`src/rtl/trd_pkg.sv`:
```
// Shared types and constants for the tunnel record deframer.
package trd_pkg;

   typedef logic [7:0] byte_type;
   typedef logic [3:0] frame_type_type;
   typedef logic [15:0] length_type;
   typedef logic [2:0] header_index_type;

   typedef enum logic [2:0] {
      STATUS_OK           = 3'd0,
      STATUS_INCOMPLETE   = 3'd1,
      STATUS_BAD_MAGIC    = 3'd2,
      STATUS_UNKNOWN_TYPE = 3'd3,
      STATUS_TRAILING     = 3'd4
   } status_type;

   // Header byte positions.
   localparam header_index_type HDR_LEN_HIGH = 3'd4;
   localparam header_index_type HDR_LEN_LOW  = 3'd5;
   localparam header_index_type HDR_TYPE     = 3'd6;
   localparam header_index_type HDR_RESERVED = 3'd7;

   // Magic bytes followed by the version byte.
   localparam byte_type MAGIC [4] = '{8'h53, 8'h54, 8'h46, 8'h01};

   localparam byte_type TAG_DATA       = 8'h00;
   localparam byte_type TAG_DPD_REQ    = 8'h03;
   localparam byte_type TAG_DPD_RESP   = 8'h04;
   localparam byte_type TAG_DISCONNECT = 8'h05;
   localparam byte_type TAG_KEEPALIVE  = 8'h07;
   localparam byte_type TAG_COMPRESSED = 8'h08;
   localparam byte_type TAG_TERMINATE  = 8'h09;

   function automatic logic tag_known(input byte_type tag);
      return (tag == TAG_DATA) || (tag == TAG_DPD_REQ) || (tag == TAG_DPD_RESP) ||
             (tag == TAG_DISCONNECT) || (tag == TAG_KEEPALIVE) ||
             (tag == TAG_COMPRESSED) || (tag == TAG_TERMINATE);
   endfunction

endpackage

```
`src/rtl/trd_channels.sv`:
```
// Valid/ready channel interfaces for the deframer's byte input and result output.
interface trd_req_if;
   logic                valid;
   logic                ready;
   trd_pkg::byte_type   data_byte;
   logic                end_of_buffer;

   modport source (output valid, output data_byte, output end_of_buffer, input ready);
   modport sink (input valid, input data_byte, input end_of_buffer, output ready);
endinterface

interface trd_rsp_if;
   logic                     valid;
   logic                     ready;
   logic                     has_payload;
   trd_pkg::byte_type        payload_byte;
   trd_pkg::frame_type_type  frame_type;
   logic                     frame_last;
   trd_pkg::status_type      status;

   modport source (output valid, output has_payload, output payload_byte,
                   output frame_type, output frame_last, output status, input ready);
   modport sink (input valid, input has_payload, input payload_byte,
                 input frame_type, input frame_last, input status, output ready);
endinterface

```
`src/rtl/tunnel_record_deframer.sv`:
```
// Top level of the tunnel record deframer: header parser, payload pass-through and result register.
// Takes one buffer byte per beat and can accept a beat every clock cycle. Each byte is parsed
// in the cycle it is accepted and any result is registered in a single output register;
// a new byte is accepted whenever that register is empty or being drained in the same cycle, so
// the sustained rate is one byte per cycle. Header bytes, the bytes dropped after an error and
// the trailing bytes after the first give no result; payload bytes, header errors, truncations,
// empty frames and the first trailing byte give exactly one. single_frame_mode should be changed
// only while no byte is in flight.
module tunnel_record_deframer (
   input  logic            clock,
   input  logic            reset,
   input  logic            csr_wr_en,
   input  logic            csr_wr_data,
   trd_req_if.sink         req_if,
   trd_rsp_if.source       rsp_if
);
   import trd_pkg::*;

   typedef enum logic [1:0] {
      PH_HEADER,
      PH_PAYLOAD,
      PH_DISCARD,
      PH_AFTER
   } phase_type;

   logic              single_frame_ff;
   phase_type         phase_ff, phase_in;
   header_index_type  header_index_ff, header_index_in;
   logic              magic_mismatch_ff, magic_mismatch_in;
   byte_type          type_tag_ff, type_tag_in;
   byte_type          length_high_ff, length_high_in;
   length_type        bytes_remaining_ff, bytes_remaining_in;

   logic              rsp_valid_ff, rsp_valid_in;
   logic              has_payload_ff, has_payload_in;
   byte_type          payload_byte_ff, payload_byte_in;
   frame_type_type    frame_type_ff, frame_type_in;
   logic              frame_last_ff, frame_last_in;
   status_type        status_ff, status_in;

   logic              accept;
   logic              emit;
   logic              eob;
   byte_type          din;
   length_type        remaining_dec;

   assign req_if.ready  = !rsp_valid_ff || rsp_if.ready;
   assign accept        = req_if.valid && req_if.ready;
   assign eob           = req_if.end_of_buffer;
   assign din           = req_if.data_byte;
   assign remaining_dec = bytes_remaining_ff - 16'd1;

   always_comb begin
      phase_in           = phase_ff;
      header_index_in    = header_index_ff;
      magic_mismatch_in  = magic_mismatch_ff;
      type_tag_in        = type_tag_ff;
      length_high_in     = length_high_ff;
      bytes_remaining_in = bytes_remaining_ff;
      emit               = 1'b0;
      has_payload_in     = 1'b0;
      payload_byte_in    = '0;
      frame_type_in      = '0;
      frame_last_in      = 1'b1;
      status_in          = STATUS_OK;

      unique case (phase_ff)
         PH_HEADER: begin
            if (header_index_ff != HDR_RESERVED) begin
               if (header_index_ff < HDR_LEN_HIGH) begin
                  if (din != MAGIC[header_index_ff[1:0]]) begin
                     magic_mismatch_in = 1'b1;
                  end
               end else if (header_index_ff == HDR_LEN_HIGH) begin
                  length_high_in = din;
               end else if (header_index_ff == HDR_LEN_LOW) begin
                  bytes_remaining_in = {length_high_ff, din};
               end else begin
                  type_tag_in = din;
               end
               if (eob) begin
                  // A short header is reported as incomplete before any other fault.
                  header_index_in   = '0;
                  magic_mismatch_in = 1'b0;
                  emit              = 1'b1;
                  status_in         = STATUS_INCOMPLETE;
               end else begin
                  header_index_in = header_index_ff + 3'd1;
               end
            end else begin
               header_index_in   = '0;
               magic_mismatch_in = 1'b0;
               emit              = 1'b1;
               if (magic_mismatch_ff || !tag_known(type_tag_ff)) begin
                  status_in = magic_mismatch_ff ? STATUS_BAD_MAGIC : STATUS_UNKNOWN_TYPE;
                  phase_in  = eob ? PH_HEADER : PH_DISCARD;
               end else if (bytes_remaining_ff == '0) begin
                  frame_type_in = type_tag_ff[3:0];
                  phase_in      = (eob || !single_frame_ff) ? PH_HEADER : PH_AFTER;
               end else if (eob) begin
                  status_in = STATUS_INCOMPLETE;
               end else begin
                  emit     = 1'b0;
                  phase_in = PH_PAYLOAD;
               end
            end
         end
         PH_PAYLOAD: begin
            emit               = 1'b1;
            bytes_remaining_in = remaining_dec;
            if (remaining_dec == '0) begin
               has_payload_in  = 1'b1;
               payload_byte_in = din;
               frame_type_in   = type_tag_ff[3:0];
               phase_in        = (eob || !single_frame_ff) ? PH_HEADER : PH_AFTER;
            end else if (eob) begin
               // The byte that cuts the payload short is not passed on.
               bytes_remaining_in = '0;
               phase_in           = PH_HEADER;
               status_in          = STATUS_INCOMPLETE;
            end else begin
               has_payload_in  = 1'b1;
               payload_byte_in = din;
               frame_type_in   = type_tag_ff[3:0];
               frame_last_in   = 1'b0;
            end
         end
         PH_AFTER: begin
            emit      = 1'b1;
            status_in = STATUS_TRAILING;
            phase_in  = eob ? PH_HEADER : PH_DISCARD;
         end
         PH_DISCARD: begin
            if (eob) begin
               phase_in = PH_HEADER;
            end
         end
         default: begin
            phase_in = PH_HEADER;
         end
      endcase

      if (accept) begin
         rsp_valid_in = emit;
      end else begin
         rsp_valid_in = rsp_valid_ff && !rsp_if.ready;
      end
   end

   always_ff @(posedge clock) begin
      if (reset) begin
         single_frame_ff    <= 1'b0;
         phase_ff           <= PH_HEADER;
         header_index_ff    <= '0;
         magic_mismatch_ff  <= 1'b0;
         type_tag_ff        <= '0;
         length_high_ff     <= '0;
         bytes_remaining_ff <= '0;
         rsp_valid_ff       <= 1'b0;
      end else begin
         if (csr_wr_en) begin
            single_frame_ff <= csr_wr_data;
         end
         if (accept) begin
            phase_ff           <= phase_in;
            header_index_ff    <= header_index_in;
            magic_mismatch_ff  <= magic_mismatch_in;
            type_tag_ff        <= type_tag_in;
            length_high_ff     <= length_high_in;
            bytes_remaining_ff <= bytes_remaining_in;
         end
         rsp_valid_ff <= rsp_valid_in;
      end
   end

   always_ff @(posedge clock) begin
      if (accept && emit) begin
         has_payload_ff  <= has_payload_in;
         payload_byte_ff <= payload_byte_in;
         frame_type_ff   <= frame_type_in;
         frame_last_ff   <= frame_last_in;
         status_ff       <= status_in;
      end
   end

   assign rsp_if.valid        = rsp_valid_ff;
   assign rsp_if.has_payload  = has_payload_ff;
   assign rsp_if.payload_byte = payload_byte_ff;
   assign rsp_if.frame_type   = frame_type_ff;
   assign rsp_if.frame_last   = frame_last_ff;
   assign rsp_if.status       = status_ff;

   // A result without a payload byte always closes a frame or reports an error.
   a_empty_result_is_last: assert property (@(posedge clock) disable iff (reset)
      (rsp_valid_ff && !has_payload_ff) |-> frame_last_ff)
      else $error("result without payload is not marked last");

   // Error results carry no frame type.
   a_error_has_no_type: assert property (@(posedge clock) disable iff (reset)
      (rsp_valid_ff && status_ff != STATUS_OK) |-> (frame_type_ff == '0 && !has_payload_ff))
      else $error("error result carries a type or payload");

   // The payload phase is only ever entered with bytes still owed.
   a_payload_count_live: assert property (@(posedge clock) disable iff (reset)
      (phase_ff == PH_PAYLOAD) |-> (bytes_remaining_ff != '0))
      else $error("payload phase with zero bytes remaining");

   // The header position is parked at zero outside the header phase.
   a_header_index_parked: assert property (@(posedge clock) disable iff (reset)
      (phase_ff != PH_HEADER) |-> (header_index_ff == '0 && !magic_mismatch_ff))
      else $error("header position not cleared outside the header");

endmodule
```
`src/flat_wrapper.sv`:
```
// flat-port wrapper written by rule: the top's interface ports become plain ports
module tunnel_record_deframer_flat import trd_pkg::*;
  (clock, reset, csr_wr_en, csr_wr_data, req_if_valid, req_if_data_byte, req_if_end_of_buffer, req_if_ready, rsp_if_valid, rsp_if_has_payload, rsp_if_payload_byte, rsp_if_frame_type, rsp_if_frame_last, rsp_if_status, rsp_if_ready);
  trd_req_if req_if_i ();
  trd_rsp_if rsp_if_i ();
  input  logic clock;
  input  logic reset;
  input  logic csr_wr_en;
  input  logic csr_wr_data;
  input wire logic [$bits(req_if_i.valid)-1:0] req_if_valid;
  input wire logic [$bits(req_if_i.data_byte)-1:0] req_if_data_byte;
  input wire logic [$bits(req_if_i.end_of_buffer)-1:0] req_if_end_of_buffer;
  output wire logic [$bits(req_if_i.ready)-1:0] req_if_ready;
  output wire logic [$bits(rsp_if_i.valid)-1:0] rsp_if_valid;
  output wire logic [$bits(rsp_if_i.has_payload)-1:0] rsp_if_has_payload;
  output wire logic [$bits(rsp_if_i.payload_byte)-1:0] rsp_if_payload_byte;
  output wire logic [$bits(rsp_if_i.frame_type)-1:0] rsp_if_frame_type;
  output wire logic [$bits(rsp_if_i.frame_last)-1:0] rsp_if_frame_last;
  output wire logic [$bits(rsp_if_i.status)-1:0] rsp_if_status;
  input wire logic [$bits(rsp_if_i.ready)-1:0] rsp_if_ready;
  assign req_if_i.valid = req_if_valid;
  assign req_if_i.data_byte = req_if_data_byte;
  assign req_if_i.end_of_buffer = req_if_end_of_buffer;
  assign req_if_ready = req_if_i.ready;
  assign rsp_if_valid = rsp_if_i.valid;
  assign rsp_if_has_payload = rsp_if_i.has_payload;
  assign rsp_if_payload_byte = rsp_if_i.payload_byte;
  assign rsp_if_frame_type = rsp_if_i.frame_type;
  assign rsp_if_frame_last = rsp_if_i.frame_last;
  assign rsp_if_status = rsp_if_i.status;
  assign rsp_if_i.ready = rsp_if_ready;
  tunnel_record_deframer u_core (.clock(clock), .reset(reset), .csr_wr_en(csr_wr_en), .csr_wr_data(csr_wr_data), .req_if(req_if_i), .rsp_if(rsp_if_i));
endmodule
```
`config.mk`:
```
export PLATFORM = sky130hd
export DESIGN_NAME = tunnel_record_deframer_flat
export DESIGN_NICKNAME = d
export VERILOG_FILES = /design/src/rtl/trd_pkg.sv /design/src/rtl/trd_channels.sv /design/src/rtl/tunnel_record_deframer.sv /design/src/flat_wrapper.sv
export SDC_FILE = /design/constraint.sdc
export NUM_CORES = 1
export LEC_CHECK = 0
export ABC_AREA = 1
export BUFFER_PORTS_ARGS = -buffer_cell sky130_fd_sc_hd__buf_2
export CAP_MARGIN = 20
export CORE_ASPECT_RATIO = 0.9
export CORE_MARGIN = 2
export CORE_UTILIZATION = 55
export CTS_CLUSTER_SIZE = 24
export DETAILED_ROUTE_END_ITERATION = 7
export GPL_TIMING_DRIVEN = 0
export MAX_ROUTING_LAYER = met4
export PLACE_DENSITY = 0.75
export SLEW_MARGIN = 20
export SYNTH_ARGS = -nofsm -noshare
export SYNTH_HDL_FRONTEND = slang
export SYNTH_SLANG_ARGS = --single-unit
```
`constraint.sdc`:
```
create_clock -name clock -period 2.9 [get_ports clock]
set_input_delay 0.435 -clock clock [delete_from_list [all_inputs] [get_ports clock]]
set_output_delay 0.435 -clock clock [all_outputs]
set_load 0.02 [all_outputs]
```
# Word-level counts from Yosys, hierarchy flattened

Cells that the tools add are included.

Flip-flop bits (word level): 57
Input bits: 15
Output and inout bits: 19
Logic and storage cells: 120

$add $sub $neg: 2
Order comparisons: 2
Equality and inequality tests: 21
Muxes and demuxes: 48
Bitwise gates (word level): 5
Reduce and logical (&&, ||, !) cells: 29

Operators with widths:

| kind                                                                   | count |
|---|---|
| 16-bit two-way mux                                                     | 6 |
| 16-bit logical NOT                                                     | 2 |
| 8-bit two-way mux                                                      | 4 |
| 16-bit case mux with 2 select lines                                    | 1 |
| 8-bit by 3-bit equality test with 1-bit output (second input constant) | 3 |
| 4-bit two-way mux                                                      | 5 |
| 3-bit two-way mux                                                      | 6 |
| 8-bit binary-select mux with 2-bit select                              | 1 |
| 8-bit by 4-bit equality test with 1-bit output (second input constant) | 2 |
| 2-bit two-way mux                                                      | 8 |
| 16-bit by 1-bit subtractor with 16-bit output (second input constant)  | 1 |
| 1-bit two-way mux                                                      | 13 |
| 6-bit AND reduction                                                    | 2 |
| 1-bit logical OR                                                       | 9 |
| 3-bit != test (second input constant)                                  | 3 |
| 3-bit case mux with 3 select lines                                     | 1 |
| 8-bit by 2-bit equality test with 1-bit output (second input constant) | 1 |
| 8-bit logical NOT                                                      | 1 |
| 8-bit != test                                                          | 1 |
| 2-bit case mux with 4 select lines                                     | 1 |
| 4-bit case mux with 2 select lines                                     | 1 |
| 3-bit equality test (second input constant)                            | 2 |
| 2-bit != test (second input constant)                                  | 3 |
| 5-bit AND reduction                                                    | 1 |
| 18 further kinds                                                       | 29 |

# Depth between registers and ports, before layout

Gate-level depths: netlist (run 1).

Depth after elaboration: 13
Mapped depth: 15
Gate-level depth less buffers: 15

# Least setup slack after synthesis (run 1)

Ideal clock, no wire load.

Path type: reg2reg
From: reg u_core.bytes_remaining_ff[0]
To: reg u_core.frame_last_ff, in the netlist u_core.rsp_if.frame_last, enable pin
Library setup time: 0.369 ns
Arrival time: 1.674 ns
Data required time: 2.531 ns
Path slack: 0.857 ns
Stages on the path, launching flop included: 11
Path buffers: 0
Period minus slack after synthesis: 2.043 ns
Cells stage by stage: dfxtp_1 inv_1 ha_1 nand2_4 nor2_8 nand3b_1 nand2_1 nand2_1 nand2_1 nand2_1 inv_1

Word-level cells in the longest chain between the ends: 6

Ends and longest elaborated chain:

| element                            | RTL line                      | RTL |
|---|---|---|
| start, declared                    | tunnel_record_deframer.sv:32  | `length_type bytes_remaining_ff, bytes_remaining_in;` |
| start signal, assigned             | tunnel_record_deframer.sv:170 | `bytes_remaining_ff <= bytes_remaining_in;` |
| 16-bit logical NOT                 | tunnel_record_deframer.sv:97  | `end else if (bytes_remaining_ff == '0) begin` |
| 1-bit two-way mux                  | tunnel_record_deframer.sv:97  |  |
| 1-bit two-way mux                  | tunnel_record_deframer.sv:94  | `if (magic_mismatch_ff \|\| !tag_known(type_tag_ff)) begin` |
| 1-bit two-way mux                  | tunnel_record_deframer.sv:69  | `if (header_index_ff != HDR_RESERVED) begin` |
| 1-bit case mux with 2 select lines | tunnel_record_deframer.sv:67  | `unique case (phase_ff)` |
| 1-bit logical AND                  | tunnel_record_deframer.sv:177 | `if (accept && emit) begin` |
| end signal, assigned               | tunnel_record_deframer.sv:181 | `frame_last_ff <= frame_last_in;` |
| end, declared                      | tunnel_record_deframer.sv:38  | `logic frame_last_ff, frame_last_in;` |

No other way between the ends.
A chain may end at the register's enable or synchronous reset.

# Worst setup path after layout (run 1)

From: reg u_core.bytes_remaining_ff[0]
To: reg u_core.frame_type_ff[1], in the netlist u_core.rsp_if.frame_type[1], enable pin

Word-level cells in the longest chain between the ends: 6

Ends and longest elaborated chain:

| element                            | RTL line                      | RTL |
|---|---|---|
| 16-bit logical NOT                 | tunnel_record_deframer.sv:97  |  |
| 1-bit two-way mux                  | tunnel_record_deframer.sv:97  |  |
| 1-bit two-way mux                  | tunnel_record_deframer.sv:94  |  |
| 1-bit two-way mux                  | tunnel_record_deframer.sv:69  |  |
| 1-bit case mux with 2 select lines | tunnel_record_deframer.sv:67  |  |
| 1-bit logical AND                  | tunnel_record_deframer.sv:177 |  |
| end signal, assigned               | tunnel_record_deframer.sv:180 | `frame_type_ff <= frame_type_in;` |
| end, declared                      | tunnel_record_deframer.sv:37  | `frame_type_type frame_type_ff, frame_type_in;` |

No other way between the ends.

==> flow_summary.json, run 1 <==
{
  "fp.dieW_microns": 84.4,
  "overflow": 0,
  "drt-pass1-iter-count": 5,
  "period_needed_ns": 2.49,
  "grt_pass1_vias": 2932,
  "cp-end-kind": "flop",
  "hold_viol_final": 0,
  "synth_area_per_cell_sq_um": 7.24,
  "skew_ns": 0.00825,
  "cts_tree": "yes",
  "rsz0062_at_grt": "no",
  "cts_setup_buffers": 0,
  "gp_congestion": 0.978,
  "drive_gt1_share_pct": 14.7,
  "antenna_found_initial": 0,
  "port_buffers": 32,
  "cp-start-kind": "flop",
  "synth_cell_types": 31,
  "ys_ff_latch": 57,
  "status": "completed",
  "fp.dieH_microns": 76.4,
  "wirelength_microns": 8740,
  "placementRows": 26,
  "area_growth_pct": 14.1,
  "fill_cells": 506,
  "internal_power_mw": 1.41,
  "worstSkewPairLatency_ns": 0.35,
  "cts.sinks": 57,
  "grt_max_degree": 18,
  "fin_nets": 508,
  "track_usage_pct": 29.1,
  "mostFrequentLayoutCell": "nand2_1",
  "drtIter0Drc": 397,
  "drt-vias-per-instance": 5.76,
  "die-area_sq_mm": 0.00645,
  "p_switching_mw": 0.527,
  "finalCritPeriodShare_pct": 86.0,
  "maxCapViolCount": 0,
  "layout_common_cells": "73 x nand2_1, 66 x inv_1, 50 x nor2_1",
  "p_comb_share_pct": 13.8,
  "vdd_drop_max_mv": 0.351,
  "core_sq_mm": 0.00566,
  "arrival_ns": 2.47,
  "wl_per_cell_microns": 15.6,
  "tns_ns": 0,
  "fmax_mhz": 401,
  "switching_share_pct": 27.2,
  "syn_inst": 442,
  "maxSlewHeadroom_pct": 51.9,
  "syn_nets": 465,
  "drcViolationCount": 0,
  "critPathMaxFanout": 17,
  "placed_cell_area_sq_mm": 0.00345,
  "clk_pin_slew_ns": 0.06,
  "yosysWarnings": 0,
  "slew_viol_final": 0,
  "grt_pass1_wl_microns": 14200,
  "post_cts_resized": 0,
  "start_util_pct": 56.6,
  "num_vias": 3226,
  "postLayoutCoreUtil_pct": 64.5,
  "dp_hpwl_microns": 6600,
  "root_buffer": "clkbuf_8",
  "num_antenna_cells": 0,
  "seqPwrFrac_pct": 44.6,
  "setup_viol": 0,
  "required_ns": 2.88,
  "htreeDepth": 3,
  "hold_buffers": 0,
  "fin_area_sq_mm": 0.00365,
  "seq_area_frac_synth_pct": 41.0,
  "p_leak_nw": 1.70,
  "worst_pin_slew_ns": 0.716,
  "io_pins": 34,
  "worstSetupPathType": "reg2reg",
  "min_path_type": "in2reg",
  "ant_nets": 0,
  "syn_area_sq_mm": 0.00320,
  "cts.path.max_buffers": 2,
  "cts_buffers": 9,
  "p_clk_share_pct": 41.6,
  "p_per_area_mw_per_mm2": 530
}
cells by family after synthesis:
| group | synth area share (%) |
|---|---|
| buffers and inverters | 9.65 |
| DFF | 41.0 |
| AOI/OAI and AO/OA | 17.0 |
| xor gates and xnor gates | 1.09 |
| adders and majority gates | 3.13 |
| and+or+nand+nor | 28.2 |
registers in the layout, summed over array words and instances, names as in the netlist:
register	count
u_core.rsp_if.frame_last	1
u_core.rsp_if.frame_type	4
u_core.rsp_if.valid	1
u_core.bytes_remaining_ff	16
u_core.header_index_ff	3
u_core.rsp_if.status	3
u_core.single_frame_ff	1
u_core.length_high_ff	8
u_core.rsp_if.payload_byte	8
u_core.type_tag_ff	8
u_core.rsp_if.has_payload	1
u_core.phase_ff	2
u_core.magic_mismatch_ff	1
metal layers:
metal | track usage, % | vias up | wire length, microns
li1 | - | 1551 | -
met1 | 40.6 | 1511 | 3920
met2 | 41.4 | 150 | 3950
met3 | 8.23 | 14 | 737
met4 | 8.57 | 0 | 129
met5 | - | - | 0
synthesized netlist by cell type, drive strengths merged:
| master | number | area share [%] |
|---|---|---|
| a211oi | 3 | 0.70 |
| a21oi | 45 | 7.4 |
| a221oi | 11 | 3.0 |
| and2 | 1 | 0.20 |
| buf | 2 | 0.51 |
| clkbuf | 10 | 1.2 |
| dfxtp | 40 | 25 |
| edfxtp | 17 | 16 |
| ha | 8 | 3.1 |
| inv | 68 | 8.0 |
| nand2 | 79 | 9.9 |
| nand3 | 40 | 6.3 |
| nand3b | 1 | 0.23 |
| nand4 | 3 | 0.59 |
| nor2 | 66 | 9.6 |
| nor3 | 7 | 1.1 |
| nor4 | 1 | 0.20 |
| o211ai | 5 | 1.2 |
| o21ai | 30 | 4.7 |
| or2 | 1 | 0.20 |
| xnor2 | 1 | 0.27 |
| xor2 | 3 | 0.82 |
metrics by stage:
stage	total power [mW]	worst slack, ns	hold WS [ns]	instances
floorplan	1.06	0.857	0.450	442
global placement	1.14	0.481	0.488	544
detailed placement	1.14	0.423	0.499	544
CTS	1.94	0.416	0.333	560
global route	2.01	0.231	0.380	560
finish	1.94	0.406	0.336	560
power groups by stage:
stage               Combinational (mW)  Sequential, mW  Clock [mW]
CTS                              0.263           0.864       0.809
finish                           0.268           0.864       0.805
global route                     0.300           0.867       0.847
floorplan                        0.174           0.891           0
global placement                 0.258           0.880           0
detailed placement               0.261           0.882           0
cell type report:
cell class / count / area (sq um) / share of cell area (%)
clock inverters: 4 / 68.8 / 1.88
clock buffers: 12 / 135 / 3.70
multi-input cells: 305 / 1580 / 43.3
flip-flops and latches: 57 / 1310 / 35.9
plain buffers: 12 / 53.8 / 1.47
repair buffers: 32 / 160 / 4.38
inverters: 68 / 255 / 6.99
well taps: 70 / 87.6 / 2.40
worst paths after layout:
path	start	endpoint	slack [ns]	depth (start not counted)
setup / recovery	u_core.bytes_remaining_ff[0]	u_core.rsp_if.frame_type[1]	0.41	10
hold / removal	csr_wr_data	u_core.single_frame_ff	0.34	3
setup reg to reg	u_core.bytes_remaining_ff[0]	u_core.rsp_if.frame_type[1]	0.41	10
hold reg to reg	u_core.type_tag_ff[3]	u_core.type_tag_ff[3]	0.51	2
worst max-delay path, stage by stage, from the launching register on:
cell	delay, ns
dfxtp_1	0.35
inv_1	0.21
ha_1	0.29
nand2_4	0.12
nor2_8	0.16
nand3b_1	0.19
nand2_1	0.14
nand2_1	0.05
nand2_1	0.05
nand2_1	0.06
inv_1	0.49
(Power assumes the default switching activity.)
==> run 2: changes to the inputs <==
--- a/config.mk
+++ b/config.mk
@@ -11,7 +11,7 @@
 export CORE_ASPECT_RATIO = 0.9
 export CORE_MARGIN = 2
 export CORE_UTILIZATION = 55
-export CTS_CLUSTER_SIZE = 24
+export CTS_CLUSTER_SIZE = 28
 export DETAILED_ROUTE_END_ITERATION = 7
 export GPL_TIMING_DRIVEN = 0
 export MAX_ROUTING_LAYER = met4
==> constraint.sdc (replaced) <==
create_clock -name clock -period 2.6 [get_ports clock]
set_input_delay 0.39 -clock clock [delete_from_list [all_inputs] [get_ports clock]]
set_output_delay 0.39 -clock clock [all_outputs]
set_load 0.02 [all_outputs]
==> run 2 against run 1 <==
Effect of this change: die area unchanged; power increased by 11%; cell count unchanged; sequential share of layout area decreased by 0.086 points; wire length decreased by 0.18%; register-to-register slack got worse by 0.15 ns; critical path type unchanged; largest cell class unchanged.
==> flow_summary.json, run 2 (synthesized netlist as in run 1, its figures left out) <==
{
  "status": "completed",
  "maxSlewHeadroom_pct": 60.7,
  "grt_pass1_vias": 2932,
  "cts.sinks": 57,
  "hold_buffers": 0,
  "required_ns": 2.81,
  "drcViolationCount": 0,
  "cp-start-kind": "flop",
  "r2r_cells": 15,
  "root_buffer": "clkbuf_8",
  "finalWorstSetupSlack_ns": 0.260,
  "dp_hpwl_microns": 6600,
  "finalCritPeriodShare_pct": 90.0,
  "setup_viol": 0,
  "num_antenna_cells": 0,
  "cts_tree": "yes",
  "placed_cell_area_sq_mm": 0.00345,
  "postLayoutCoreUtil_pct": 64.7,
  "fp.dieW_microns": 84.4,
  "mostFrequentLayoutCell": "nand2_1",
  "crit_chain": "inv_2 > ha_1 > nand2_1 > nor2_1 > nand3_1 > nand2_1 > nand2_1 > inv_1 > nand2_1 > nor2_1 > nand3_1 > nand2_2 > nand2_2 > buf_6 > a21oi_4",
  "hold_depth": 3,
  "cp_slowest_stage_delay_ns": 0.36,
  "p_leak_nw": 1.70,
  "clk_pin_slew_ns": 0.07,
  "drtIter0Drc": 416,
  "worstSkewPairLatency_ns": 0.35,
  "largest_reg_flops": 16,
  "dp_slack_ns": 0.123,
  "slew_viol_final": 0,
  "io_pins": 34,
  "drive_gt1_share_pct": 15.3,
  "wirelength_microns": 8720,
  "gp_congestion": 0.978,
  "port_buffers": 32,
  "reg2reg_to": "u_core.rsp_if.frame_type[2]",
  "grt_max_degree": 18,
  "crit_top_cell": "nand2_1",
  "vdd_drop_max_mv": 0.390,
  "maxCapViolCount": 0,
  "fp.dieH_microns": 76.4,
  "die-area_sq_mm": 0.00645,
  "p_per_area_mw_per_mm2": 589,
  "num_vias": 3182,
  "area_growth_pct": 14.4,
  "drt-vias-per-instance": 5.68,
  "r2r_setup_slack_ns": 0.26,
  "grt_pass1_wl_microns": 14200,
  "cp_top_family": "simple AND/OR/NAND/NOR gates",
  "start_util_pct": 56.6,
  "htreeDepth": 3,
  "drt-pass1-iter-count": 5,
  "fin_nets": 508,
  "cts.path.max_buffers": 2,
  "regMostFlops": "u_core.bytes_remaining_ff",
  "fill_cells": 507,
  "worstSetupPathType": "reg2reg",
  "min_path_type": "in2reg",
  "hp-start": "csr_wr_data",
  "worst_pin_slew_ns": 0.590,
  "hold_viol_final": 0,
  "worst_path_max_delay_cell": "dfxtp_1",
  "fin_area_sq_mm": 0.00366,
  "placementRows": 26,
  "period_needed_ns": 2.34,
  "tns_ns": 0,
  "overflow": 0,
  "worst-path-buf-inv": 3,
  "fin_hold_ws_ns": 0.293,
  "cts_buffers": 9,
  "critPathMaxFanout": 10,
  "track_usage_pct": 29.1,
  "core_sq_mm": 0.00566,
  "skew_ns": 0.00876,
  "holdPathEnd": "u_core.single_frame_ff",
  "fmax_mhz": 427,
  "wl_per_cell_microns": 15.6,
  "arrival_ns": 2.55,
  "ant_nets": 0,
  "cp-end-kind": "flop",
  "rsz0062_at_grt": "no",
  "antenna_found_initial": 0,
  "reg2reg_from": "u_core.bytes_remaining_ff[0]",
  "layout_common_cells": "73 x nand2_1, 64 x inv_1, 50 x nor2_1"
}
## run 2: cell types whose count changed in the layout (fill, tap and decap cells not counted), sizes merged
| cell | before | now |
|---|---|---|
| clkinvlp | 0 | 1 |
| inv | 68 | 67 |
## run 2: per-stage QoR
| stage | total power, mW | std cells |
|---|---|---|
| finish | 2.16 | 560 |
| global route | 2.25 | 560 |
| CTS | 2.16 | 560 |
| detailed placement | 1.27 | 544 |
| global placement | 1.27 | 544 |
| floorplan | 1.19 | 442 |
## run 2: what timing repair did
| action | CTS | global route |
|---|---|---|
| endpoints found under the setup margin | 0 | 21 |
| setup buffers | 0 | 0 |
| gates resized for setup | 0 | 3 |
## run 2: how the worst max path moves through the flow
stage,to,startpoint,slack [ns],cells past startpoint
final,u_core.rsp_if.frame_type[2],u_core.bytes_remaining_ff[0],0.26,15
after global routing,u_core.rsp_if.frame_type[2],u_core.bytes_remaining_ff[0],0.07,15
after floorplan,u_core.rsp_if.frame_last,u_core.bytes_remaining_ff[0],0.56,10
after detailed placement,u_core.rsp_if.payload_byte[5],u_core.bytes_remaining_ff[0],0.12,10
after CTS,u_core.rsp_if.payload_byte[5],u_core.bytes_remaining_ff[0],0.12,10
after global placement,u_core.rsp_if.payload_byte[2],u_core.bytes_remaining_ff[0],0.18,10
## run 2: routing by layer
metal | up-vias | share of wire, % | GRT usage, %
met1 | 1462 | 44 | 40.6
met2 | 155 | 45 | 41.4
met3 | 11 | 10 | 8.23
met5 | - | 0 | -
met4 | 0 | 1.1 | 8.57
li1 | 1554 | - | -
## run 2: power breakdown
group,internal [mW],switching [mW]
Clock,0.536,0.358
Combinational,0.0925,0.208
Sequential,0.946,0.0182
## run 2: cell type report
class | instances | area (sq um) | area share (%)
Clock inverter | 4 | 68.8 | 1.88
Clock buffer | 12 | 135 | 3.69
Inverter | 68 | 259 | 7.07
Buffer | 12 | 53.8 | 1.47
Timing Repair Buffer | 32 | 160 | 4.37
Sequential cell | 57 | 1310 | 35.8
Multi-Input combinational cell | 305 | 1590 | 43.3
Tap cell | 70 | 87.6 | 2.39
## run 2: worst register-to-register path, stage by stage (launching register included)
cell     delay, ns
dfxtp_1       0.36
inv_2         0.14
ha_1          0.26
nand2_1       0.11
nor2_1        0.22
nand3_1       0.11
nand2_1       0.07
nand2_1       0.09
inv_1         0.08
nand2_1       0.06
nor2_1        0.08
nand3_1       0.10
nand2_2       0.14
nand2_2       0.10
buf_6         0.17
a21oi_4       0.11
